==> config.mk <==
export PLATFORM = sky130hd
export DESIGN_NAME = mrr_mac_cell
export DESIGN_NICKNAME = d
export VERILOG_FILES = /design/src/rtl/mrr_pkg.sv /design/src/rtl/mrr_mac_cell.sv
export SDC_FILE = /design/constraint.sdc
export NUM_CORES = 1
export LEC_CHECK = 0
export BUFFER_PORTS_ARGS = -buffer_cell sky130_fd_sc_hd__buf_2
export CORE_ASPECT_RATIO = 0.6
export CORE_MARGIN = 2
export CORE_UTILIZATION = 56
export CTS_CLUSTER_DIAMETER = 100
export DETAILED_ROUTE_END_ITERATION = 6
export GPL_TIMING_DRIVEN = 1
export HOLD_SLACK_MARGIN = 0.15
export PLACE_DENSITY = 0.82
export SYNTH_ARGS = -nofsm -noshare
export SYNTH_HDL_FRONTEND = slang
export SYNTH_SLANG_ARGS = --single-unit
==> constraint.sdc <==
create_clock -name clk -period 8.3 [get_ports clk]
set_input_delay 1.66 -clock clk [delete_from_list [all_inputs] [get_ports clk]]
set_output_delay 1.66 -clock clk [all_outputs]
set_load 0.01 [all_outputs]
==> src/rtl/mrr_pkg.sv <==
// Shared types, constants and helper functions for the mixed-radix rank unit.
// No dependencies; every other file but the checker refers to this package by scoped names.
package mrr_pkg;

  localparam int unsigned MAX_DIGITS   = 4;
  localparam int unsigned DIGIT_BITS   = 8;
  localparam int unsigned RANK_BITS    = 32;
  localparam int unsigned RADIX_BITS   = 9;
  localparam int unsigned NV_BITS      = 3;
  localparam int unsigned CFG_IDX_BITS = 3;
  localparam int unsigned MASK_BITS    = 4;

  // Division cells per digit: four quotient bits are resolved in each cell.
  localparam int unsigned BITS_PER_CELL  = 4;
  localparam int unsigned CELLS_PER_DIG  = RANK_BITS / BITS_PER_CELL;
  localparam int unsigned DIV_CELLS      = CELLS_PER_DIG * MAX_DIGITS;
  localparam int unsigned STAGES         = DIV_CELLS + 1 + MAX_DIGITS;

  // Operation codes.
  localparam logic [1:0] MODE_RANK   = 2'd0;
  localparam logic [1:0] MODE_UNRANK = 2'd1;
  localparam logic [1:0] MODE_NEXT   = 2'd2;

  // Configuration register indexes.
  localparam logic [CFG_IDX_BITS-1:0] REG_NUM_VARS = 3'd0;
  localparam logic [CFG_IDX_BITS-1:0] REG_DOMAIN0  = 3'd1;
  localparam logic [CFG_IDX_BITS-1:0] REG_DOMAIN1  = 3'd2;
  localparam logic [CFG_IDX_BITS-1:0] REG_DOMAIN2  = 3'd3;
  localparam logic [CFG_IDX_BITS-1:0] REG_DOMAIN3  = 3'd4;

  localparam logic [RADIX_BITS-1:0] MAX_RADIX = 9'd256;

  typedef logic [MAX_DIGITS-1:0][DIGIT_BITS-1:0] digits_t;
  typedef logic [MAX_DIGITS-1:0][RADIX_BITS-1:0] radices_t;

  // One transaction as it travels down the chain of cells.
  typedef struct packed {
    logic [1:0]            mode;
    logic [MASK_BITS-1:0]  mask;
    logic [RANK_BITS-1:0]  work;  // dividend/quotient, later the Horner accumulator
    logic [DIGIT_BITS-1:0] rem;   // running remainder of the current digit
    digits_t               din;   // digits supplied for ranking
    digits_t               dig;   // unranked, then rewritten digits
    logic                  adv;
  } item_t;

  // Number of digits in use, clamped to 1..MAX_DIGITS.
  function automatic logic [NV_BITS-1:0] nv_clamp(input logic [NV_BITS-1:0] nv);
    logic [NV_BITS-1:0] res;
    res = nv;
    if (nv == '0) res = NV_BITS'(1);
    if (nv > NV_BITS'(MAX_DIGITS)) res = NV_BITS'(MAX_DIGITS);
    return res;
  endfunction

  // Radix as used by the arithmetic: unused digits behave as radix one.
  function automatic logic [RADIX_BITS-1:0] eff_radix(input logic [RADIX_BITS-1:0] dom,
                                                      input logic used);
    logic [RADIX_BITS-1:0] res;
    res = dom;
    if (dom == '0) res = RADIX_BITS'(1);
    if (dom > MAX_RADIX) res = MAX_RADIX;
    if (!used) res = RADIX_BITS'(1);
    return res;
  endfunction

endpackage

==> src/rtl/mrr_mac_cell.sv <==
// Horner cell: accumulator times radix plus one digit, modulo 2^32.
// Depends on mrr_pkg.
module mrr_mac_cell (
  input  logic                           clk,
  input  logic                           rst_n,
  input  logic                           in_vld,
  input  mrr_pkg::item_t                 in_item,
  input  logic [mrr_pkg::RADIX_BITS-1:0] radix,
  input  logic [mrr_pkg::DIGIT_BITS-1:0] digit,
  input  logic                           nxt_rdy,
  output logic                           rdy,
  output logic                           out_vld,
  output mrr_pkg::item_t                 out_item
);

  logic           vld_r;
  mrr_pkg::item_t item_r;
  mrr_pkg::item_t item_nxt;

  // One multiply and add, wrapping at the rank width.
  always_comb begin
    item_nxt      = in_item;
    item_nxt.work = mrr_pkg::RANK_BITS'(in_item.work * radix)
                    + {{(mrr_pkg::RANK_BITS-mrr_pkg::DIGIT_BITS){1'b0}}, digit};
  end

  assign rdy = !vld_r || nxt_rdy;

  always_ff @(posedge clk) begin
    if (!rst_n) begin
      vld_r <= 1'b0;
    end else if (rdy) begin
      vld_r <= in_vld;
    end
  end

  always_ff @(posedge clk) begin
    if (rdy && in_vld) begin
      item_r <= item_nxt;
    end
  end

  assign out_vld  = vld_r;
  assign out_item = item_r;

endmodule

=== Word-level counts from Yosys, hierarchy flattened ===
Cells that the tools add are included.
W data, S select, Z words.

* Multipliers: 1
* Add/subtract/negate cells: 1
* Reduce and logical (&&, ||, !) cells: 3

{| class="wikitable"
|+ Operator list
! cell !! number
|-
| $add A32 B8 Y32 || 1
|-
| $mul A32 B9 Y32 || 1
|-
| $logic_and A1 B1 Y1 || 1
|-
| $logic_not A1 Y1 || 1
|-
| $logic_or A1 B1 Y1 || 1
|}

* Register bits: 112
* Output and inout port bits: 113
* Bits of input ports: 132
* Word-level logic and storage cells: 19

=== Longest topological paths before layout ===
* Depth in word-level cells: 3
* Depth in mapped cells: 19
* Mapped depth without buffers: 17

=== Worst setup path after synthesis ===
Ideal clock, no wire load.

* Path type: input to register
* Start point: input port radix[2] (netlist bit)
* End point: register item_r, in the netlist out_item[103] (data pin)
* Setup time: 0.260 ns
* Slack: 1.637 ns
* Data arrival time: 6.403 ns
* Cell stages on the path: 18
* Required time: 8.040 ns
* Buffers on the path: 2
* Cell sequence: clkbuf_1 buf_1 nand2_1 fa_1 inv_1 fa_1 inv_1 fa_1 inv_1 fa_1 fa_1 ha_1 a211o_1 o22ai_1 o31ai_2 a21bo_4 a221oi_2 xnor2_1

{| class="wikitable"
|+ RTL lines
! what !! line !! source
|-
| start, declared || mrr_mac_cell.sv:8 || <nowiki>input logic [mrr_pkg::RADIX_BITS-1:0] radix,</nowiki>
|-
| end signal, assigned || mrr_mac_cell.sv:39 || <nowiki>item_r <= item_nxt;</nowiki>
|-
| end, declared || mrr_mac_cell.sv:17 || <nowiki>mrr_pkg::item_t item_r;</nowiki>
|}

==> flow_summary.toml <==
[outcome]
outcome = "complete, no violations"

[global_route]
grt_start_max_net_pins = 71
grt_pass1_vias = 7983
grt_pass1_wl_mm = 41.66
grt.overflow.total = 0
antenna_found_initial = 0
track_usage = 0.2636

[detailed_routing]
top_layer = "met4"
drt_wl_total_mm = 26.05
drcViolationCount = 0
met1_length_mm = 10.98
vias = 7715
antenna_left = 0
dr.first_iter.drc_count = 487
wl_per_cell_um = 18.19
avgViaCountPerCell = 5.388
dr_wl_met2_mm = 12.14
met3RoutedLength_mm = 2.743
firstDrtPassIters = 5

[synthesis]
synth-async-reset-ratio = 0
yosys-top-cells-area = "fa_1, edfxtp_1, and2_1"
syn_inst = 931
ys_seq_elements = 112
synth_cell_type_count = 52
yosys_most_used_dff = "edfxtp_1"
synth_fp_nets = 1316
yosys_warnings = 0
netlist_area_sq_um = 10970
yosysSeqAreaShare = 0.3056
synth_top_area_share = 0.3338
avgSynthCellArea_sq_um = 11.79
synth_edf_count = 111
yosys.area.top_type = "fa_1"

[final_layout]
finalInstanceArea_sq_um = 12720
syn_to_final_growth_pct = 15.95
multi_input_area_sq_um = 7131
fill_cells = 1527
postLayoutCoreUtil = 0.6652
regArea_sq_um = 3353
layout_commonest_cell = "buf_2"
antenna_cells = 0
final_cell_mix = "buf_2, fa_1, and2_1"
final_nets = 1546
drive_above_1_share = 0.2324

[sta]
slew_headroom = 0.4051
rsz0062_at_grt = "false"
tightest_slew_ns = 0.8924
hold_violations = 0
clock.fmax_mhz = 146.6
skew_ns = 0.008668
setup_viol = 0
slew_viol_final = 0
whs_ns = 0.5547
tns_ns = 0
finalCriticalPeriod_ns = 6.820
min_period_over_period = 0.8217

[setup_path]
rr_startpoint = "out_vld"
criticalPathCategory = "input pin to flip-flop"
worst-path-max-fanout = 32
critPathLaunchType = "input pin"
cp-startpoint = "radix[0]"
cp.required_ns = 8.40
critPathArrivalTime_ns = 6.92
end_kind = "flip-flop"
reg2regPathDepth = 3

[clock_tree]
cts.sinks = 112
ctsLongestPathBuffers = 2
cts-hold-fix-buffers = 0
clkSlewWorstSetupHoldPaths_ns = 0.08
cts_setup_buffers = 0
cts-resized-gates = 0
worstSkewPairLatency_ns = 0.35
cts_root_buf = "clkbuf_16"
cts_buffers = 9
cts_tree = "built"
htree_levels = 3

[placement]
place_hpwl_mm = 20.52
gp_congestion = 0.8908
port_buffers = 244
place_area_sq_um = 12440

[power]
p_int_mw = 2.500
power.total_mw = 4.585
seqPwrFrac = 0.199
p_sw_frac = 0.4547
ir_drop_mv = 0.4311
p_clk_frac = 0.093
power_frac_comb = 0.708
p_leak_nw = 6.015
powerDensity_nw_per_um2 = 360.3
p_switching_mw = 2.085

[hold_path]
holdCritPathClass = "flip-flop to flip-flop"
worstHoldPathCells = 2
hp-start = "out_vld"

[floorplanning]
core-area_sq_um = 19130
io-pin-count = 245
start_util = 0.5737
dieArea_sq_um = 20770
die-height_um = 112.4
fp-row-count = 39
die_w_um = 184.7

[job]
max-cap-violations = 0
[cell type report]
class	instances	area share
multi-input combinational	690	0.5604
timing repair buffer	246	0.09715
tap	266	0.02616
clock inverter	5	0.004425
inverter	102	0.03009
clock buffer	11	0.01829
sequential	112	0.2635
[metrics by stage]
stage / instances / worst slack (ns)
2_1_floorplan: 931 / 1.637
3_3_place_gp: 1416 / 1.298
3_5_place_dp: 1416 / 1.181
4_1_cts: 1432 / 1.557
5_1_grt: 1432 / 1.224
6_report: 1432 / 1.480
[worst max-delay path, stage by stage]
cell and delay [ns]:
buf_2 0.49, nand2_1 0.17, fa_1 0.56, inv_1 0.05, fa_1 0.50, inv_1 0.05, fa_1 0.52, inv_1 0.05
fa_1 0.49, fa_1 0.41, ha_1 0.36, o21ai_0 0.11, nand2b_1 0.13, o311ai_2 0.19, a211oi_1 0.56, nor4_1 0.17
o41ai_1 0.33, xor2_1 0.11
[path summary, 6_finish.rpt]
| check | endpoint | slack [ns] |
|---|---|---|
| max | out_item[98] | 1.48 |
| min | out_vld | 0.55 |
| max reg2reg | out_item[102] | 6.16 |
| min reg2reg | out_vld | 0.55 |
[cell usage after synthesis (3+ instances only)]
cell	instances
o21ai_0	10
nand3_1	9
edfxtp_1	111
nand2b_1	5
fa_1	183
xor2_1	13
nand2_1	119
nor2b_1	3
nor3_1	3
xnor2_1	29
nor2_1	12
inv_1	102
a21oi_1	21
nor3b_1	3
o21a_1	3
a211oi_1	5
nand4_1	4
o21bai_1	3
and2_1	146
ha_1	70
a21o_1	15
clkbuf_1	24
[logic make-up (layout without fill, tap and decap cells)]
group | count (synthesis) | after routing | share of synthesized area
compound gates | 82 | 82 | 0.05370
xor+xnor | 42 | 42 | 0.03352
fa+ha+maj | 253 | 253 | 0.4136
buf+inv | 129 | 364 | 0.04492
flops | 112 | 112 | 0.3056
mux | 1 | 1 | 0.0009121
simple gates | 312 | 312 | 0.1478
[registers in the layout, indices dropped and copies added, names as in the netlist]
| name | flops |
|---|---|
| out_item | 111 |
| out_vld | 1 |
[power groups by stage]
stage | registers (mW) | clock network (mW) | logic [mW]
after floorplan | 0.983 | 0 | 2.34
after global placement | 0.922 | 0 | 3.11
after detailed placement | 0.923 | 0 | 3.20
after CTS | 0.914 | 0.441 | 3.23
after global routing | 0.921 | 0.458 | 3.64
final | 0.912 | 0.428 | 3.24
[routing by layer]
layer  vias to the layer above  track usage
met2                       371       0.4183
met5                         -            0
li1                       3474            -
met3                        17      0.08177
met4                         0      0.04180
met1                      3853       0.3686
No activity file was read; power rests on OpenSTA's default activity.
