==> src/rtl/mrr_pkg.sv <==
// Shared types, constants and helper functions for the mixed-radix rank unit.
// No dependencies; every other file but the checker refers to this package by scoped names.
package mrr_pkg;

  localparam int unsigned MAX_DIGITS   = 4;
  localparam int unsigned DIGIT_BITS   = 8;
  localparam int unsigned RANK_BITS    = 32;
  localparam int unsigned RADIX_BITS   = 9;
  localparam int unsigned NV_BITS      = 3;
  localparam int unsigned CFG_IDX_BITS = 3;
  localparam int unsigned MASK_BITS    = 4;

  // Division cells per digit: four quotient bits are resolved in each cell.
  localparam int unsigned BITS_PER_CELL  = 4;
  localparam int unsigned CELLS_PER_DIG  = RANK_BITS / BITS_PER_CELL;
  localparam int unsigned DIV_CELLS      = CELLS_PER_DIG * MAX_DIGITS;
  localparam int unsigned STAGES         = DIV_CELLS + 1 + MAX_DIGITS;

  // Operation codes.
  localparam logic [1:0] MODE_RANK   = 2'd0;
  localparam logic [1:0] MODE_UNRANK = 2'd1;
  localparam logic [1:0] MODE_NEXT   = 2'd2;

  // Configuration register indexes.
  localparam logic [CFG_IDX_BITS-1:0] REG_NUM_VARS = 3'd0;
  localparam logic [CFG_IDX_BITS-1:0] REG_DOMAIN0  = 3'd1;
  localparam logic [CFG_IDX_BITS-1:0] REG_DOMAIN1  = 3'd2;
  localparam logic [CFG_IDX_BITS-1:0] REG_DOMAIN2  = 3'd3;
  localparam logic [CFG_IDX_BITS-1:0] REG_DOMAIN3  = 3'd4;

  localparam logic [RADIX_BITS-1:0] MAX_RADIX = 9'd256;

  typedef logic [MAX_DIGITS-1:0][DIGIT_BITS-1:0] digits_t;
  typedef logic [MAX_DIGITS-1:0][RADIX_BITS-1:0] radices_t;

  // One transaction as it travels down the chain of cells.
  typedef struct packed {
    logic [1:0]            mode;
    logic [MASK_BITS-1:0]  mask;
    logic [RANK_BITS-1:0]  work;  // dividend/quotient, later the Horner accumulator
    logic [DIGIT_BITS-1:0] rem;   // running remainder of the current digit
    digits_t               din;   // digits supplied for ranking
    digits_t               dig;   // unranked, then rewritten digits
    logic                  adv;
  } item_t;

  // Number of digits in use, clamped to 1..MAX_DIGITS.
  function automatic logic [NV_BITS-1:0] nv_clamp(input logic [NV_BITS-1:0] nv);
    logic [NV_BITS-1:0] res;
    res = nv;
    if (nv == '0) res = NV_BITS'(1);
    if (nv > NV_BITS'(MAX_DIGITS)) res = NV_BITS'(MAX_DIGITS);
    return res;
  endfunction

  // Radix as used by the arithmetic: unused digits behave as radix one.
  function automatic logic [RADIX_BITS-1:0] eff_radix(input logic [RADIX_BITS-1:0] dom,
                                                      input logic used);
    logic [RADIX_BITS-1:0] res;
    res = dom;
    if (dom == '0) res = RADIX_BITS'(1);
    if (dom > MAX_RADIX) res = MAX_RADIX;
    if (!used) res = RADIX_BITS'(1);
    return res;
  endfunction

endpackage

==> src/rtl/mrr_step_cell.sv <==
// Digit rewrite cell: selects ranking digits or advances the masked odometer.
// Depends on mrr_pkg.
module mrr_step_cell (
  input  logic                            clk,
  input  logic                            rst_n,
  input  logic                            in_vld,
  input  mrr_pkg::item_t                  in_item,
  input  mrr_pkg::radices_t               radix,
  input  logic [mrr_pkg::MAX_DIGITS-1:0]  used,
  input  logic                            nxt_rdy,
  output logic                            rdy,
  output logic                            out_vld,
  output mrr_pkg::item_t                  out_item
);

  logic           vld_r;
  mrr_pkg::item_t item_r;
  mrr_pkg::item_t item_nxt;

  // Ranking takes the supplied digits over a zero high part; the next-rank
  // operation bumps the first masked digit that has room and clears those
  // passed on the way.
  always_comb begin
    logic found;
    item_nxt = in_item;
    found    = 1'b0;
    case (in_item.mode)
      mrr_pkg::MODE_RANK: begin
        item_nxt.work = '0;
        for (int j = 0; j < mrr_pkg::MAX_DIGITS; j++) begin
          item_nxt.dig[j] = used[j] ? in_item.din[j] : '0;
        end
      end
      mrr_pkg::MODE_NEXT: begin
        for (int j = 0; j < mrr_pkg::MAX_DIGITS; j++) begin
          if (in_item.mask[j] && used[j] && !found) begin
            if ({1'b0, in_item.dig[j]} + mrr_pkg::RADIX_BITS'(1) < radix[j]) begin
              item_nxt.dig[j] = in_item.dig[j] + mrr_pkg::DIGIT_BITS'(1);
              found = 1'b1;
            end else begin
              item_nxt.dig[j] = '0;
            end
          end
        end
      end
      default: ;
    endcase
    item_nxt.adv = found;
  end

  assign rdy = !vld_r || nxt_rdy;

  always_ff @(posedge clk) begin
    if (!rst_n) begin
      vld_r <= 1'b0;
    end else if (rdy) begin
      vld_r <= in_vld;
    end
  end

  always_ff @(posedge clk) begin
    if (rdy && in_vld) begin
      item_r <= item_nxt;
    end
  end

  assign out_vld  = vld_r;
  assign out_item = item_r;

endmodule

==> config.mk <==
export PLATFORM = sky130hd
export DESIGN_NAME = mrr_step_cell
export DESIGN_NICKNAME = d
export VERILOG_FILES = /design/src/rtl/mrr_pkg.sv /design/src/rtl/mrr_step_cell.sv
export SDC_FILE = /design/constraint.sdc
export NUM_CORES = 1
export LEC_CHECK = 0
export ABC_AREA = 1
export BUFFER_PORTS_ARGS = -buffer_cell sky130_fd_sc_hd__clkbuf_2
export CAP_MARGIN = 20
export CORE_MARGIN = 2
export CORE_UTILIZATION = 30
export CTS_CLUSTER_SIZE = 20
export DETAILED_ROUTE_END_ITERATION = 8
export SKIP_CTS_REPAIR_TIMING = 1
export SLEW_MARGIN = 20
export SYNTH_ARGS = -nofsm -noshare
export SYNTH_HDL_FRONTEND = slang
export SYNTH_SLANG_ARGS = --single-unit
==> constraint.sdc <==
create_clock -name clk -period 8.15 [get_ports clk]
set_input_delay 0.815 -clock clk [delete_from_list [all_inputs] [get_ports clk]]
set_output_delay 0.815 -clock clk [all_outputs]
set_load 0.03 [all_outputs]
* After elaboration in Yosys (flattened, before gate mapping)
Index checks and enable logic that the tools add are counted.
** Word-level totals
- Register bits :: 112
- Input bits :: 155
- Output and inout port bits :: 113
- Logic and storage cells :: 65
** Operators by class
- $add $sub $neg :: 8
- $lt $le $gt $ge :: 4
- Equal/unequal tests :: 1
- Muxes and demuxes :: 24
- Reduce and logical (&&, ||, !) cells :: 14
** Operators by type and width (count)
- $mux 8 :: 12
- $pmux 32 s2 :: 1
- $add 8x1->9 const B :: 4
- $lt 9x9->1 :: 4
- $add 8x1->8 const B :: 4
- $mux 1 :: 11
- $logic_and 1x1->1 :: 8
- $logic_not 1->1 :: 4
- $eq 2x2->1 const B :: 1
- $logic_not 2->1 :: 1
- $logic_or 1x1->1 :: 1

* Depth between registers and ports, before layout
- Word-level depth :: 17
- Gate-level depth with buffers :: 18
- Gate-level depth less buffers :: 18

* Least setup slack after synthesis
OpenSTA, ideal clock, no wires.
- Kind :: input port to flip-flop
- Start :: input in_vld
- End :: register item_r, in the netlist out_item[0] (enable)
- Setup time :: 0.618 ns
- Data arrival time :: 6.204 ns
- Data required time :: 7.532 ns
- Setup slack :: 1.328 ns
- Stages on the path :: 2
- Path buffers :: 0
- Cell sequence :: inv_1 -> a21oi_1
** Between the ends
- Cells in the longest elaborated chain, start to end :: 1
** RTL lines
- from (decl) :: RTL line mrr_step_cell.sv:6 : input logic in_vld,
- $logic_and 1x1->1 :: RTL line mrr_step_cell.sv:62 : if (rdy && in_vld) begin
- to (signal assigned) :: RTL line mrr_step_cell.sv:63 : item_r <= item_nxt;
- to (decl) :: RTL line mrr_step_cell.sv:17 : mrr_pkg::item_t item_r;
Every way passes these cells.
A chain may end at the register's enable or synchronous reset.

==> flow_metrics.env <==
export IMPL_status="completed"
export IMPL_root_buffer="clkbuf_16"
export IMPL_clk_pin_slew_ps=80
export IMPL_finalNetCount=1089
export IMPL_via_per_inst=4.57
export IMPL_setup_worst_path_start="in_item[9]"
export IMPL_numPortBuffers=266
export IMPL_syn_area_um2=6240
export IMPL_endpoint_kind="flop"
export IMPL_fillCellCount=2081
export IMPL_arrival_ps=3320
export IMPL_synth_edff_count=111
export IMPL_slew_headroom_pct=29.2
export IMPL_fin_worst_skew_ps=10.7
export IMPL_synth_top_area_cell="edfxtp_1"
export IMPL_period_share_pct=39.6
export IMPL_drive_gt1_share_pct=35.9
export IMPL_synth_async_reset_ratio_pct=0
export IMPL_regToRegEndpoint="out_item[93]"
export IMPL_initial_core_util_pct=30.8
export IMPL_finalSetupTns_ps=0
export IMPL_drt_iter0_markers=175
export IMPL_cts_buffers=9
export IMPL_p_leak_nw=4.05
export IMPL_cts_tree="yes"
export IMPL_finalHoldViolCount=0
export IMPL_rsz0062_at_grt="no"
export IMPL_final_util_pct=40.2
export IMPL_wirelength_um=17400
export IMPL_core_area_um2=20300
export IMPL_diodes=0
export IMPL_yosysTopAreaCellShare_pct=53.4
export IMPL_grt_max_degree=80
export IMPL_hold_path_end="out_vld"
export IMPL_yosys_warnings=0
export IMPL_max_freq_ghz=0.310
export IMPL_reg2reg_slack_ps=5570
export IMPL_power_total_w=0.00146
export IMPL_synth_common_cells="119 x inv_1, 113 x nand2_1, 111 x edfxtp_1"
export IMPL_die_h_um=148
export IMPL_regArea_um2=3350
export IMPL_reg2reg_from="out_vld"
export IMPL_synth_nets=826
export IMPL_worstHoldPathCells=2
export IMPL_synth_ff_type="edfxtp_1"
export IMPL_start_kind="primary input"
export IMPL_io_pins=268
export IMPL_grt_pass1_wl_um=27100
export IMPL_antenna_found_initial=1
export IMPL_critPathRequiredTime_ps=8240
export IMPL_tightest_slew_ps=1060
export IMPL_worstRegToRegCells=2
export IMPL_min_path_type="flop to flop"
export IMPL_die_x_um=148
export IMPL_ir_drop_mv=0.0900
export IMPL_dr_pass1_iters=6
export IMPL_p_per_area_nw_per_um2=179
export IMPL_synth_area_top_cells="edfxtp_1 53%, ha_1 7.2%, inv_1 7.2%"
export IMPL_ys_seq_area_share_pct=53.7
export IMPL_dieArea_um2=22000
export IMPL_clk_latency_ps=360
export IMPL_grt_util_all_layers_pct=15.9
export IMPL_netlist_instances=635
export IMPL_finalSetupViolCount=0
export IMPL_gp_congestion=0.834
export IMPL_synth_most_common_cell="inv_1"
export IMPL_grt_pass1_vias=5226
export IMPL_htreeDepth=3
export IMPL_rows=52
export IMPL_avgSynthCellArea_um2=9.83
export IMPL_clk_path_buf_depth=2
export IMPL_path_max_fanout=16
export IMPL_syn2layout_area_growth_pct=30.8
export IMPL_synth_seq_cells=112
export IMPL_yosysUniqueCellTypes=46
export IMPL_final_max_slew_viol_count=0
export IMPL_routed_wire_length_per_instance_um=14.8
export IMPL_path_class="primary input to flop"
export IMPL_route_detailed_drc=0
export IMPL_dp_hpwl_um=13600
export IMPL_multi_input_area_um2=2350
export IMPL_gr_total_overflow=0
export IMPL_clock_sinks=112
export IMPL_finalCriticalPeriod_ps=3230
export IMPL_worstHoldStart="out_vld"
export IMPL_num_vias=5359
export IMPL_final_antenna_net_count=0
export IMPL_drv_cap=0
## cell usage in the layout (no fill, tap or decap), types with 4 or more instances in the layout
| master | netlist | routed |
|---|---|---|
| o211ai_2 | 6 | 6 |
| inv_1 | 119 | 119 |
| a22oi_1 | 7 | 7 |
| nand2_1 | 113 | 113 |
| nand3_1 | 44 | 44 |
| edfxtp_1 | 111 | 111 |
| clkbuf_2 | 0 | 266 |
| clkbuf_16 | 0 | 9 |
| xor2_1 | 17 | 17 |
| nand4_1 | 6 | 6 |
| buf_4 | 0 | 4 |
| a21oi_1 | 14 | 13 |
| o21ai_1 | 6 | 6 |
| nor2_1 | 53 | 51 |
| a32oi_1 | 16 | 16 |
| ha_1 | 36 | 36 |
| o21ai_0 | 20 | 20 |
| o21ai_2 | 9 | 9 |
## power by group
group          switching [W]  internal, W
logic               0.000220     0.000101
clock network       0.000227     0.000218
registers         0.00000984     0.000681
## area by class of cell
type	count	share of cell area [%]
Tap cell	270	4.14
Sequential cell	112	41.1
Clock inverter	7	0.904
Timing Repair Buffer	270	16.7
Inverter	123	5.68
Clock buffer	9	2.76
Multi-Input combinational cell	382	28.8
## stage by stage
stage	worst slack, ps	cells	hold WS, ps	cell area, µm²
floorplan	1330	635	861	6240
global route	4590	1173	605	8170
detailed placement	4550	1157	587	7870
finish	4920	1173	584	8170
global placement	4570	1157	587	7870
CTS	4930	1173	599	8170
## worst max path at each step
stage	end	slack (ps)	cells after the start
floorplan	out_item[0]	1330	2
global placement	out_item[26]	4570	16
detailed placement	out_item[27]	4550	16
CTS	out_item[19]	4930	17
global route	out_item[32]	4590	16
finish	out_item[19]	4920	17
## logic make-up after synthesis
group	after synthesis	share of synthesized area [%]
compound gates	92	10.8
flops	112	53.7
fa+ha+maj	36	7.21
xor+xnor	18	2.53
buf+inv	141	8.96
simple gates	236	16.8
## sequential cells by signal (all words and copies together) (netlist names)
| register | cells |
|---|---|
| out_item | 111 |
| out_vld | 1 |
## critical path: stages
cell and delay (ps):
clkbuf_2 130, ha_1 230, nand3_1 140, nor3_1 70
or2_2 270, nand2_1 100, inv_1 50, ha_1 290
nand2_1 60, nor2_2 100, nand3_1 120, nand3_4 180
o21ai_4 100, nor2_4 390, nand2_1 90, o21ai_0 90
o21ai_0 90
## per-layer routing
metal  GRT usage, %  share of wire, %  up-vias
li1               -                 -     2673
met1           19.2                42     2431
met2           26.3                46      229
met3           5.15               9.6       26
met4           6.67               2.6        0
met5              0                 0        -
No activity file was read; power rests on OpenSTA's default activity.
