$ cat config.mk
export PLATFORM = sky130hd
export DESIGN_NAME = mrr_div_cell
export DESIGN_NICKNAME = d
export VERILOG_FILES = /design/src/rtl/mrr_pkg.sv /design/src/rtl/mrr_div_cell.sv
export SDC_FILE = /design/constraint.sdc
export NUM_CORES = 1
export LEC_CHECK = 0
export BUFFER_PORTS_ARGS = -buffer_cell sky130_fd_sc_hd__buf_2
export CAP_MARGIN = 20
export CORE_AREA = 2 2 100 126
export DETAILED_ROUTE_END_ITERATION = 10
export DIE_AREA = 0 0 102 128
export PLACE_DENSITY = 0.73
export SKIP_CTS_REPAIR_TIMING = 1
export SYNTH_ARGS = -nofsm -noshare
export SYNTH_HDL_FRONTEND = slang
export SYNTH_SLANG_ARGS = --single-unit
$ cat constraint.sdc
create_clock -name clk -period 20.6 [get_ports clk]
set_input_delay 0 -clock clk [delete_from_list [all_inputs] [get_ports clk]]
set_output_delay 0 -clock clk [all_outputs]
set_load 0.02 [all_outputs]
$ cat src/rtl/mrr_pkg.sv
// Shared types, constants and helper functions for the mixed-radix rank unit.
// No dependencies; every other file but the checker refers to this package by scoped names.
package mrr_pkg;

  localparam int unsigned MAX_DIGITS   = 4;
  localparam int unsigned DIGIT_BITS   = 8;
  localparam int unsigned RANK_BITS    = 32;
  localparam int unsigned RADIX_BITS   = 9;
  localparam int unsigned NV_BITS      = 3;
  localparam int unsigned CFG_IDX_BITS = 3;
  localparam int unsigned MASK_BITS    = 4;

  // Division cells per digit: four quotient bits are resolved in each cell.
  localparam int unsigned BITS_PER_CELL  = 4;
  localparam int unsigned CELLS_PER_DIG  = RANK_BITS / BITS_PER_CELL;
  localparam int unsigned DIV_CELLS      = CELLS_PER_DIG * MAX_DIGITS;
  localparam int unsigned STAGES         = DIV_CELLS + 1 + MAX_DIGITS;

  // Operation codes.
  localparam logic [1:0] MODE_RANK   = 2'd0;
  localparam logic [1:0] MODE_UNRANK = 2'd1;
  localparam logic [1:0] MODE_NEXT   = 2'd2;

  // Configuration register indexes.
  localparam logic [CFG_IDX_BITS-1:0] REG_NUM_VARS = 3'd0;
  localparam logic [CFG_IDX_BITS-1:0] REG_DOMAIN0  = 3'd1;
  localparam logic [CFG_IDX_BITS-1:0] REG_DOMAIN1  = 3'd2;
  localparam logic [CFG_IDX_BITS-1:0] REG_DOMAIN2  = 3'd3;
  localparam logic [CFG_IDX_BITS-1:0] REG_DOMAIN3  = 3'd4;

  localparam logic [RADIX_BITS-1:0] MAX_RADIX = 9'd256;

  typedef logic [MAX_DIGITS-1:0][DIGIT_BITS-1:0] digits_t;
  typedef logic [MAX_DIGITS-1:0][RADIX_BITS-1:0] radices_t;

  // One transaction as it travels down the chain of cells.
  typedef struct packed {
    logic [1:0]            mode;
    logic [MASK_BITS-1:0]  mask;
    logic [RANK_BITS-1:0]  work;  // dividend/quotient, later the Horner accumulator
    logic [DIGIT_BITS-1:0] rem;   // running remainder of the current digit
    digits_t               din;   // digits supplied for ranking
    digits_t               dig;   // unranked, then rewritten digits
    logic                  adv;
  } item_t;

  // Number of digits in use, clamped to 1..MAX_DIGITS.
  function automatic logic [NV_BITS-1:0] nv_clamp(input logic [NV_BITS-1:0] nv);
    logic [NV_BITS-1:0] res;
    res = nv;
    if (nv == '0) res = NV_BITS'(1);
    if (nv > NV_BITS'(MAX_DIGITS)) res = NV_BITS'(MAX_DIGITS);
    return res;
  endfunction

  // Radix as used by the arithmetic: unused digits behave as radix one.
  function automatic logic [RADIX_BITS-1:0] eff_radix(input logic [RADIX_BITS-1:0] dom,
                                                      input logic used);
    logic [RADIX_BITS-1:0] res;
    res = dom;
    if (dom == '0) res = RADIX_BITS'(1);
    if (dom > MAX_RADIX) res = MAX_RADIX;
    if (!used) res = RADIX_BITS'(1);
    return res;
  endfunction

endpackage

$ cat src/rtl/mrr_div_cell.sv
// Division cell: resolves four quotient bits of rank / radix per transaction.
// Depends on mrr_pkg.
module mrr_div_cell (
  input  logic                         clk,
  input  logic                         rst_n,
  input  logic                         in_vld,
  input  mrr_pkg::item_t               in_item,
  input  logic [mrr_pkg::RADIX_BITS-1:0] radix,
  input  logic                         nxt_rdy,
  output logic                         rdy,
  output logic                         out_vld,
  output mrr_pkg::item_t               out_item
);

  logic           vld_r;
  mrr_pkg::item_t item_r;
  mrr_pkg::item_t item_nxt;

  // Restoring division, one quotient bit per step.
  always_comb begin
    logic [mrr_pkg::RADIX_BITS-1:0] t;
    logic                           ge;
    item_nxt = in_item;
    for (int s = 0; s < mrr_pkg::BITS_PER_CELL; s++) begin
      t  = {item_nxt.rem, item_nxt.work[mrr_pkg::RANK_BITS-1]};
      ge = (t >= radix);
      item_nxt.work = {item_nxt.work[mrr_pkg::RANK_BITS-2:0], ge};
      item_nxt.rem  = ge ? mrr_pkg::DIGIT_BITS'(t - radix) : t[mrr_pkg::DIGIT_BITS-1:0];
    end
  end

  assign rdy = !vld_r || nxt_rdy;

  // Stage register.
  always_ff @(posedge clk) begin
    if (!rst_n) begin
      vld_r <= 1'b0;
    end else if (rdy) begin
      vld_r <= in_vld;
    end
  end

  always_ff @(posedge clk) begin
    if (rdy && in_vld) begin
      item_r <= item_nxt;
    end
  end

  assign out_vld  = vld_r;
  assign out_item = item_r;

endmodule

# ---- Yosys cells after proc, flatten, opt, wreduce, memory -nomap -nowiden
# Index checks and enable logic that the tools add are counted.
dict set report word_totals {
  reg_bits 112
  out_inout_bits 113
  wordCells 29
}
dict set report op_classes {
  n_addsub 4
  magnitude_cmp 4
  mux 4
  reduce_logical 3
}
# op count
set op_table {}
lappend op_table {{>= comparator 9 bit} 4}
lappend op_table {{2-to-1 mux 8 bit} 4}
lappend op_table {{subtractor 8 bit} 4}
lappend op_table {{logical AND 1 bit} 1}
lappend op_table {{zero test 1 bit} 1}
lappend op_table {{logical OR 1 bit} 1}

# ---- Logic depth before layout (Yosys ltp)
# Gate-level depths: netlist of the first run.
dict set report logic_depth {
  ltp_word 8
  depth_mapped 34
  depth_no_buf 33
}

# ---- Worst setup path after synthesis of the first run
# Ideal clock, no wire load.
dict set report synth_timing {
  kind {input-to-reg}
  from {input radix[4] (netlist bit)}
  to {register item_r, in the netlist out_item[71] (data pin)}
  setup_time_ps 258
  arrival_ps 6497
  required_time_ps 20342
  path_slack_ps 13845
  stages 30
  n_path_buf 1
  cell_sequence {inv_1 > ha_1 > and2_4 > a221o_1 > o32ai_2 > buf_6 > mux2_2 > inv_1 > ha_1 > nor2b_1 > o31ai_2 > a31oi_1 > o22ai_2 > mux2_2 > inv_1 > ha_1 > nor2b_1 > o31ai_1 > a21oi_1 > a31oi_1 > o21ai_1 > and2_1 > nor2_1 > ha_1 > nor2b_1 > o31a_1 > o41ai_1 > o21ai_1 > or2_2 > o221a_2}
}
# element line
set synth_rtl {}
lappend synth_rtl {{from (decl)} mrr_div_cell.sv:8} ;# input logic [mrr_pkg::RADIX_BITS-1:0] radix,
lappend synth_rtl {{to (signal assigned)} mrr_div_cell.sv:45} ;# item_r <= item_nxt;
lappend synth_rtl {{to (decl)} mrr_div_cell.sv:16} ;# mrr_pkg::item_t item_r;

==> results of run 1 <==
[cell families after synthesis]
logic type,share of synthesized area (%)
compound gates,10.3
buf+inv,2.34
fa+ha+maj,10.2
flops,64.6
simple gates,6.68
xor+xnor,2.70
mux,3.14
[report_power, final]
group	switching (mW)	total, mW	internal, mW
registers	0.00678	0.291	0.284
clock network	0.0787	0.162	0.0833
logic	0.191	0.327	0.137
total	0.276	0.780	0.504
[path summary, 6_finish.rpt]
kind / end / slack [ns] / cells after the start
min: out_item[65] / 0.04 / 3
min reg2reg: out_item[96] / 0.94 / 2
max: out_item[71] / 12.39 / 32
max reg2reg: out_item[83] / 18.45 / 3
[metal layers]
| layer | wire [um] | vias up | track usage, % |
|---|---|---|---|
| met1 | 6260 | 2151 | 19.7 |
| li1 | - | 2047 | - |
| met4 | 489 | 0 | 9.18 |
| met5 | 0 | - | 0 |
| met3 | 1770 | 29 | 9.54 |
| met2 | 9210 | 234 | 36.9 |
[flip-flops by register name, indices dropped and copies added, names as in the netlist]
signal    flops
out_item    111
out_vld       1
[cell usage in the layout, fill, tap and decap left out, types with 7 or more instances in the layout]
cell / Yosys / final
o21a_1: 8 / 8
a21o_1: 7 / 7
dlygate4sd3_1: 0 / 101
edfxtp_1: 111 / 111
nand2b_1: 7 / 7
xor2_1: 7 / 7
xnor2_1: 9 / 9
a21oi_1: 15 / 15
mux2_2: 10 / 10
clkbuf_16: 0 / 9
inv_1: 26 / 26
ha_1: 36 / 36
buf_2: 1 / 236
nor2_1: 16 / 16
nand2_1: 15 / 15
nor2b_1: 9 / 9
o21ai_0: 17 / 17
[cell type report]
class | count | area [um2]
clock buffers | 11 | 233
fillers | 877 | 4080
clock inverters | 5 | 40.0
inverters | 27 | 101
well taps | 164 | 205
repair buffers | 339 | 2210
multi-input cells | 215 | 1720
flip-flops and latches | 112 | 3350
[through the flow]
stage	worst slack [ns]	instances	total power [mW]	hold slack [ns]
after floorplan	13.84	357	0.510	0.0989
after global placement	12.22	755	0.590	0.177
after detailed placement	11.91	755	0.595	0.178
after CTS	12.29	771	0.756	-0.182
after global routing	11.83	873	0.821	0.0528
final	12.39	873	0.780	0.0353
[critical path, delay by kind of cell]
kind / cells / cell delay, ns
AOI/OAI and AO/OA: 14 / 4.47
buffers and inverters: 6 / 0.74
adders and majority gates: 4 / 1.15
muxes: 2 / 0.75
and+or+nand+nor: 6 / 1.18
==> metrics.yaml, run 1 <==
status:
  run_status: "completed"
synthesis:
  ys_ff_latch: 112
  synth_top_flop_cell: "edfxtp_1"
  yosysTopAreaCell: "edfxtp_1"
  synth_edf_count: 111
  synth_common_cells: "111 x edfxtp_1, 36 x ha_1, 26 x inv_1"
  synth-async-reset-ratio_pct: 0
  synthTopCellsByArea: "edfxtp_1 64%, ha_1 8.7%, mux2_2 2.2%"
  synth_nets: 521
  synthesis.instances: 357
  postSynthAreaPerCell_um2: 14.5
  syn_area_mm2: 0.00519
  ys_types: 50
  synth_most_common_cell: "edfxtp_1"
  ys_seq_area_share_pct: 64.6
  yosys_warnings: 0
  synth_top_cell_area_share_pct: 64.3
die:
  dieArea_mm2: 0.0131
  fp.coreArea_mm2: 0.0119
  rows: 45
  die_x_um: 102
  io_pins: 237
  start_util_pct: 43.5
  chipHeight_um: 128
drt:
  detail-route-antenna-nets: 0
  wl_per_cell_um: 20.3
  wl_um: 17700
  via_per_inst: 5.11
  drcViolationCount: 0
  first_iter_violations: 251
  drtPass1Iterations: 5
  vias: 4461
setup_path:
  crit_type: "input pin to register"
  cp_common_cell: "ha_1"
  crit_required_ns: 20.69
  cp.arrival_ns: 8.31
  cpPeakStageDelay_ns: 0.85
  endpoint_kind: "register"
  r2r_start: "out_vld"
  setup.worst_path.start: "radix[4]"
  critPathLaunchType: "input pin"
  cp_max_fo: 18
  crit_slowest_cell: "o21ai_1"
sta:
  finalCriticalPeriod_ns: 8.21
  fmax_mhz: 122
  relSlewSlack_pct: 27.8
  rsz0062_at_grt: "false"
  tightest_slew_ns: 1.08
  clock_skew_ns: 0.00674
  setup_viol: 0
  tns_ns: 0
  period_share_pct: 39.9
  hold_viol: 0
  drv_slew: 0
pwr:
  powerDensity_mw_per_mm2: 99.3
  vdd_ir_drop_max_v: 0.0000547
  power_leakage_nw: 3.48
grt:
  grt_usage_pct: 20.6
  grt_pass1_wl_um: 19900
  grt_pass1_vias: 3825
  grt_start_max_net_pins: 80
  antenna_found_initial: 0
  overflow: 0
placed_design:
  hpwl_um: 11400
  io_buffers: 236
  placed_area_mm2: 0.00656
  gp_congestion: 0.879
cts:
  clkSinkCount: 112
  cts_tree: "done"
  clk_path_buf_depth: 2
  htree_levels: 3
  clkTransAtPathRegs_ns: 0.07
  cts_root_buffer: "clkbuf_16"
  clk_latency_ns: 0.34
  cts_buffers: 9
flow_run:
  cap_violations: 0
hold_path:
  hold_class: "input pin to register"
  hp-start: "in_item[101]"
layout:
  antennaDiodeCount: 0
  final_nets: 868
  post-route-util_pct: 65.8
  area_delta_synth_final_pct: 51.4
  drive_above_1_share_pct: 38.5
  final_area_mm2: 0.00786
Note: power is estimated with default switching activity, not from simulation.
==> run 2, diff against run 1 <==
==> constraint.sdc (replaced) <==
create_clock -name clk -period 7.8 [get_ports clk]
set_input_delay 0 -clock clk [delete_from_list [all_inputs] [get_ports clk]]
set_output_delay 0 -clock clk [all_outputs]
set_load 0.02 [all_outputs]
==> run 2 against run 1 <==
  * Power grew to 2.6 times the previous value
  * Core utilization is 0.19 points higher
  * Critical path depth decreased by 1
  * Setup slack worse by 12 ns
  * Sequential power rose to 2.6 times the previous value
  * Sequential share of layout area is 0.12 points lower
  * Flip-flop and latch count unchanged
  * Count of clock-buffer cells in the layout shrank 1
  * Critical path type unchanged
  * Highest routed layer unchanged
==> metrics.yaml, run 2 (synthesized netlist as in run 1, its figures left out) <==
layout:
  drive_above_1_share_pct: 38.8  # +0.31 points
  layout.cells.non_filler: 875  # +0.23%
  antennaDiodeCount: 0  # unchanged
  final_common_cell: "buf_2"
  largest_register_ffs: 111  # unchanged
  final_nets: 870  # +0.23%
  layout_common_cells: "236 x buf_2, 111 x edfxtp_1, 101 x dlygate4sd3_1, 36 x ha_1, 26 x inv_1"
  area_delta_synth_final_pct: 51.9
setup_path:
  crit_required_ns: 7.89  # -12.80 ns
  crit_slowest_cell: "mux2_2"
  reg2reg_slack_ns: 5.67  # -12.78 ns
  crit_cells: 31  # -3.1%
  worst_r2r_path_depth: 3  # unchanged
  worst-path-buf-inv: 5  # -1
  cp_common_cell: "ha_1"
  crit_type: "input pin to register"
  crit_end: "out_item[71]"
  r2r_start: "out_vld"
  setup.worst_path.start: "radix[4]"
  endpoint_kind: "register"
  r2r-end: "out_item[67]"
  cp_max_fo: 11  # -7
  critPathLaunchType: "input pin"
  crit_family: "compound AO/OA/AOI/OAI gates"
  cp.arrival_ns: 7.15  # -1.16 ns
  cpPeakStageDelay_ns: 0.43  # -0.42 ns
grt:
  antenna_found_initial: 0  # unchanged
  grt_pass1_wl_um: 19900  # +0.31%
  overflow: 0  # unchanged
  grt_pass1_vias: 3865  # +1.0%
  grt_usage_pct: 20.8  # +0.19 points
  grt_start_max_net_pins: 73  # -8.8%
drt:
  first_iter_violations: 273  # +8.8%
  wl_um: 17500  # -1.1%
  drcViolationCount: 0  # unchanged
  vias: 4467  # +0.13%
  drtPass1Iterations: 6  # +1
  detail-route-antenna-nets: 0  # unchanged
  via_per_inst: 5.11  # about the same
  wl_per_cell_um: 20.0  # -1.4%
placed_design:
  dp_cells: 758  # +0.40%
  io_buffers: 236  # unchanged
  gp_congestion: 0.909  # +3.4%
  hpwl_um: 11400  # +0.37%
pwr:
  powerDensity_mw_per_mm2: 261  # +160%
  p_int_mw: 1.34  # +170%
  p_switching_uw: 717  # +160%
  vdd_ir_drop_max_v: 0.000131  # +140%
  power_leakage_nw: 3.50  # +0.60%
  seq_power_share_pct: 37.4  # about the same
  pwr-share-clk_pct: 21.0  # +0.2 points
  p_sw_share_pct: 34.9  # -0.50 points
  power_frac_comb_pct: 41.6  # -0.4 points
cts:
  cts_buffers: 9  # unchanged
  clk_path_buf_depth: 2  # unchanged
  cts_root_buffer: "clkbuf_16"
  htree_levels: 3  # unchanged
  clkSinkCount: 112  # unchanged
  cts_tree: "done"
  clkTransAtPathRegs_ns: 0.07  # about the same
  clk_latency_ns: 0.34  # about the same
die:
  dieArea_mm2: 0.0131  # unchanged
  rows: 45  # unchanged
  io_pins: 237  # unchanged
  start_util_pct: 43.5  # unchanged
  fp.coreArea_mm2: 0.0119  # unchanged
  chipHeight_um: 128  # unchanged
  die_x_um: 102  # unchanged
sta:
  fmax_mhz: 142
  period_share_pct: 90.5
  drv_slew: 0  # unchanged
  tightest_slew_ns: 0.886  # -0.190 ns
  finalCriticalPeriod_ns: 7.06
  tns_ns: 0  # unchanged
  hold_viol: 0  # unchanged
  relSlewSlack_pct: 40.9  # +13 points
  clock_skew_ns: 0.00926  # +0.00252 ns
  setup_viol: 0  # unchanged
  rsz0062_at_grt: "false"
flow_run:
  cap_violations: 0  # unchanged
hold_path:
  hold_depth: 3  # unchanged
  hold_class: "input pin to register"
status:
  run_status: "completed"
==> run 2: cell count changes in the layout (fill, tap and decap cells not counted), sizes merged <==
cell	delta
buf	+2
clkbuf	-1
clkinv	+2
clkinvlp	-2
inv	+1
==> run 2: worst min-delay path by stage <==
stage	from	endpoint	slack (ns)
final	in_item[101]	out_item[65]	0.009
after global routing	in_item[101]	out_item[65]	0.03
after CTS	in_item[92]	out_item[96]	-0.19
after detailed placement	in_item[52]	out_item[52]	0.18
after global placement	in_item[50]	out_item[50]	0.18
after floorplan	in_item[0]	out_item[0]	0.1
==> run 2: layer usage <==
metal | vias up | wire length [um] | track usage [%]
met2 | 238 | 9070 | 37.1
met3 | 43 | 1700 | 8.94
met1 | 2133 | 6080 | 20.7
met4 | 0 | 663 | 8.71
met5 | - | 0 | 0
li1 | 2053 | - | -
==> run 2: cell type report <==
cell class | instances | area (um2)
fill | 884 | 4060
inverter | 27 | 101
multi-input combinational | 215 | 1720
sequential | 112 | 3350
timing repair buffer | 341 | 2220
clock inverter | 6 | 51.3
clock buffer | 10 | 229
tap | 164 | 205
==> run 2: power groups by stage <==
stage | Sequential, mW | Combinational (mW) | Clock, mW
6_report | 0.767 | 0.854 | 0.432
3_5_place_dp | 0.778 | 0.803 | 0
5_1_grt | 0.773 | 0.934 | 0.462
3_3_place_gp | 0.778 | 0.793 | 0
2_1_floorplan | 0.858 | 0.489 | 0
4_1_cts | 0.765 | 0.805 | 0.441
==> run 2: tightest hold or removal path: cells and delay by family <==
kind | cells | cell delay [ns]
AOI/OAI and AO/OA | 1 | 0.10
buffers and inverters | 1 | 0.09
and+or+nand+nor | 1 | 0.04
==> run 2: metrics by stage <==
stage | power, mW | hold slack (ns) | instance area (um2) | setup WS, ns | utilization, %
after floorplan | 1.35 | 0.0989 | 5190 | 1.04 | -
after global placement | 1.57 | 0.177 | 6590 | 0.617 | 55.2
after detailed placement | 1.58 | 0.178 | 6590 | 0.446 | 55.2
after CTS | 2.01 | -0.188 | 6870 | 0.813 | 57.5
after global routing | 2.17 | 0.0266 | 7880 | 0.196 | 66.0
final | 2.05 | 0.00896 | 7880 | 0.741 | 66.0
==> run 3, diff against run 2 <==
--- a/config.mk
+++ b/config.mk
@@ -7,10 +7,10 @@
 export LEC_CHECK = 0
 export BUFFER_PORTS_ARGS = -buffer_cell sky130_fd_sc_hd__buf_2
 export CAP_MARGIN = 20
-export CORE_AREA = 2 2 100 126
+export CORE_AREA = 2 2 79 157
 export DETAILED_ROUTE_END_ITERATION = 10
-export DIE_AREA = 0 0 102 128
-export PLACE_DENSITY = 0.73
+export DIE_AREA = 0 0 81 159
+export PLACE_DENSITY = 0.74
 export SKIP_CTS_REPAIR_TIMING = 1
 export SYNTH_ARGS = -nofsm -noshare
 export SYNTH_HDL_FRONTEND = slang
==> run 3 against run 2 <==
  * Final area grew 0.14%
  * Final cell count is 2.2% lower
  * Routed wire length is 5.9% higher
  * Maximum frequency fell by 4.9%
  * Clock skew fell by 0.0016 ns
  * Flip-flop and latch count stayed put
  * Combinational power increased by 3.9%
  * Via count rose by 2.2%
  * Non-clock buffer count unchanged
  * Critical path type unchanged
  * Critical endpoint unchanged
  * Largest cell class unchanged
==> metrics.yaml, run 3 (synthesized netlist as in run 1, its figures left out) <==
sta:
  rsz0062_at_grt: "false"
  tightest_slew_ns: 1.05  # +0.159 ns
  clock_skew_ns: 0.00766  # -0.00160 ns
  fmax_mhz: 135  # -4.9%
  tns_ns: 0  # unchanged
  period_share_pct: 95.2  # +4.7 points
  hold_viol: 0  # unchanged
  fin_ws_ns: 0.377  # -0.364 ns
  drv_slew: 0  # unchanged
  finalCriticalPeriod_ns: 7.42  # +0.364 ns
  relSlewSlack_pct: 30.3  # -11 points
  setup_viol: 0  # unchanged
  whs_ns: 0.0513  # +0.0423 ns
layout:
  antennaDiodeCount: 0  # unchanged
  largest_register_ffs: 111  # unchanged
  area_delta_synth_final_pct: 52.1
  drive_above_1_share_pct: 39.0  # +0.14 points
  layout_common_cells: "236 x buf_2, 111 x edfxtp_1, 101 x dlygate4sd3_1, 36 x ha_1, 26 x inv_1"
  final_common_cell: "buf_2"
  final_nets: 870  # unchanged
  final_area_mm2: 0.00789  # +0.14%
pwr:
  power_leakage_nw: 3.50  # +0.17%
  powerDensity_mw_per_mm2: 269  # +3.1%
  total_power_mw: 2.12  # +3.2%
  vdd_ir_drop_max_v: 0.000194  # +47%
die:
  fp.coreArea_mm2: 0.0116  # -2.6%
  start_util_pct: 44.6  # +1.1 points
  io_pins: 237  # unchanged
  die_x_um: 81  # -21%
  dieArea_mm2: 0.0129  # -1.4%
  rows: 56  # +24%
  chipHeight_um: 159  # +24%
grt:
  grt_pass1_wl_um: 22100  # +11%
  grt_start_max_net_pins: 86  # +18%
  overflow: 0  # unchanged
  antenna_found_initial: 0  # unchanged
  grt_usage_pct: 23.4  # +2.6 points
  grt_pass1_vias: 4204  # +8.8%
setup_path:
  cpPeakStageDelay_ns: 0.43  # about the same
  endpoint_kind: "register"
  r2r_start: "out_vld"
  critPathLaunchType: "input pin"
  crit_required_ns: 7.89  # about the same
  crit_type: "input pin to register"
  cp_common_cell: "ha_1"
  reg2reg_slack_ns: 5.63  # -0.04 ns
  worst_r2r_path_depth: 3  # unchanged
  r2r-end: "out_item[55]"
  cp_max_fo: 15  # +4
  cp.arrival_ns: 7.52  # +0.37 ns
  crit_slowest_cell: "o41ai_1"
cts:
  clk_path_buf_depth: 2  # unchanged
  htree_levels: 3  # unchanged
  cts_buffers: 9  # unchanged
  clk_latency_ns: 0.34  # about the same
  cts_tree: "done"
  clkSinkCount: 112  # unchanged
  clkTransAtPathRegs_ns: 0.07  # about the same
  cts_root_buffer: "clkbuf_16"
placed_design:
  placed_area_mm2: 0.00656  # -0.36%
  io_buffers: 236  # unchanged
  hpwl_um: 12600  # +9.8%
  pre_cts_ws_ns: 0.0696  # -0.377 ns
  gp_congestion: 0.992  # +9.1%
hold_path:
  hold_depth: 3  # unchanged
  hold_class: "input pin to register"
  hp-start: "in_item[101]"
  whs_endpoint: "out_item[65]"
drt:
  detail-route-antenna-nets: 0  # unchanged
  via_per_inst: 5.34  # +4.5%
  vias: 4567  # +2.2%
  wl_per_cell_um: 21.7  # +8.2%
  first_iter_violations: 281  # +2.9%
  drtPass1Iterations: 4  # -2
  wl_um: 18600  # +5.9%
  drcViolationCount: 0  # unchanged
flow_run:
  cap_violations: 0  # unchanged
status:
  run_status: "completed"
-- run 3: cell types whose count changed in the layout (fill, tap and decap cells not counted) --
| cell | before | now |
|---|---|---|
| clkinv_4 | 2 | 0 |
| o22ai_2 | 1 | 0 |
| clkinv_2 | 1 | 2 |
| clkbuf_8 | 0 | 2 |
| inv_8 | 1 | 0 |
| clkinvlp_4 | 0 | 2 |
| o22ai_4 | 0 | 1 |
| inv_6 | 2 | 0 |
| bufinv_16 | 0 | 1 |
| clkbuf_1 | 1 | 0 |
-- run 3: how the worst max path moves through the flow --
stage	slack, ns	from	depth (start not counted)	end
2_1_floorplan	1.04	radix[4]	30	out_item[71]
3_3_place_gp	0.32	radix[6]	30	out_item[71]
5_1_grt	0.04	radix[6]	31	out_item[72]
6_report	0.38	radix[4]	32	out_item[71]
3_5_place_dp	0.07	radix[6]	31	out_item[71]
4_1_cts	0.42	radix[4]	31	out_item[71]
-- run 3: critical path: cells and delay by family --
| family | cells | cell delay, ns |
|---|---|---|
| compound gates | 13 | 3.60 |
| fa+ha+maj | 4 | 1.06 |
| simple gates | 7 | 1.18 |
| buf+inv | 6 | 0.84 |
| mux | 2 | 0.81 |
-- run 3: layout make-up --
class	instances	area [um2]
Multi-Input combinational cell	215	1720
Clock inverter	5	55.1
Clock buffer	11	253
Tap cell	145	181
Inverter	27	101
Fill cell	831	3740
Timing Repair Buffer	341	2220
Sequential cell	112	3350
-- run 3: through the flow --
| stage | std cells | util (%) |
|---|---|---|
| finish | 856 | 67.8 |
| detailed placement | 739 | 56.4 |
| global route | 856 | 67.8 |
| CTS | 755 | 59.1 |
| global placement | 739 | 56.4 |
| floorplan | 357 | - |
-- run 3: power breakdown --
| group | leakage, nW | total (mW) | switching (mW) | internal, mW |
|---|---|---|---|---|
| logic | 2.27 | 0.887 | 0.518 | 0.369 |
| clock network | 0.148 | 0.464 | 0.198 | 0.265 |
| registers | 1.08 | 0.768 | 0.0181 | 0.750 |
| total | 3.50 | 2.12 | 0.735 | 1.38 |
-- run 3: metal layers --
metal | up-vias | wire length [um] | GRT usage [%]
li1 | 2055 | - | -
met1 | 2161 | 5810 | 20.7
met2 | 281 | 9990 | 42.5
met3 | 70 | 1580 | 6.75
met4 | 0 | 1160 | 16.3
met5 | - | 0 | 0
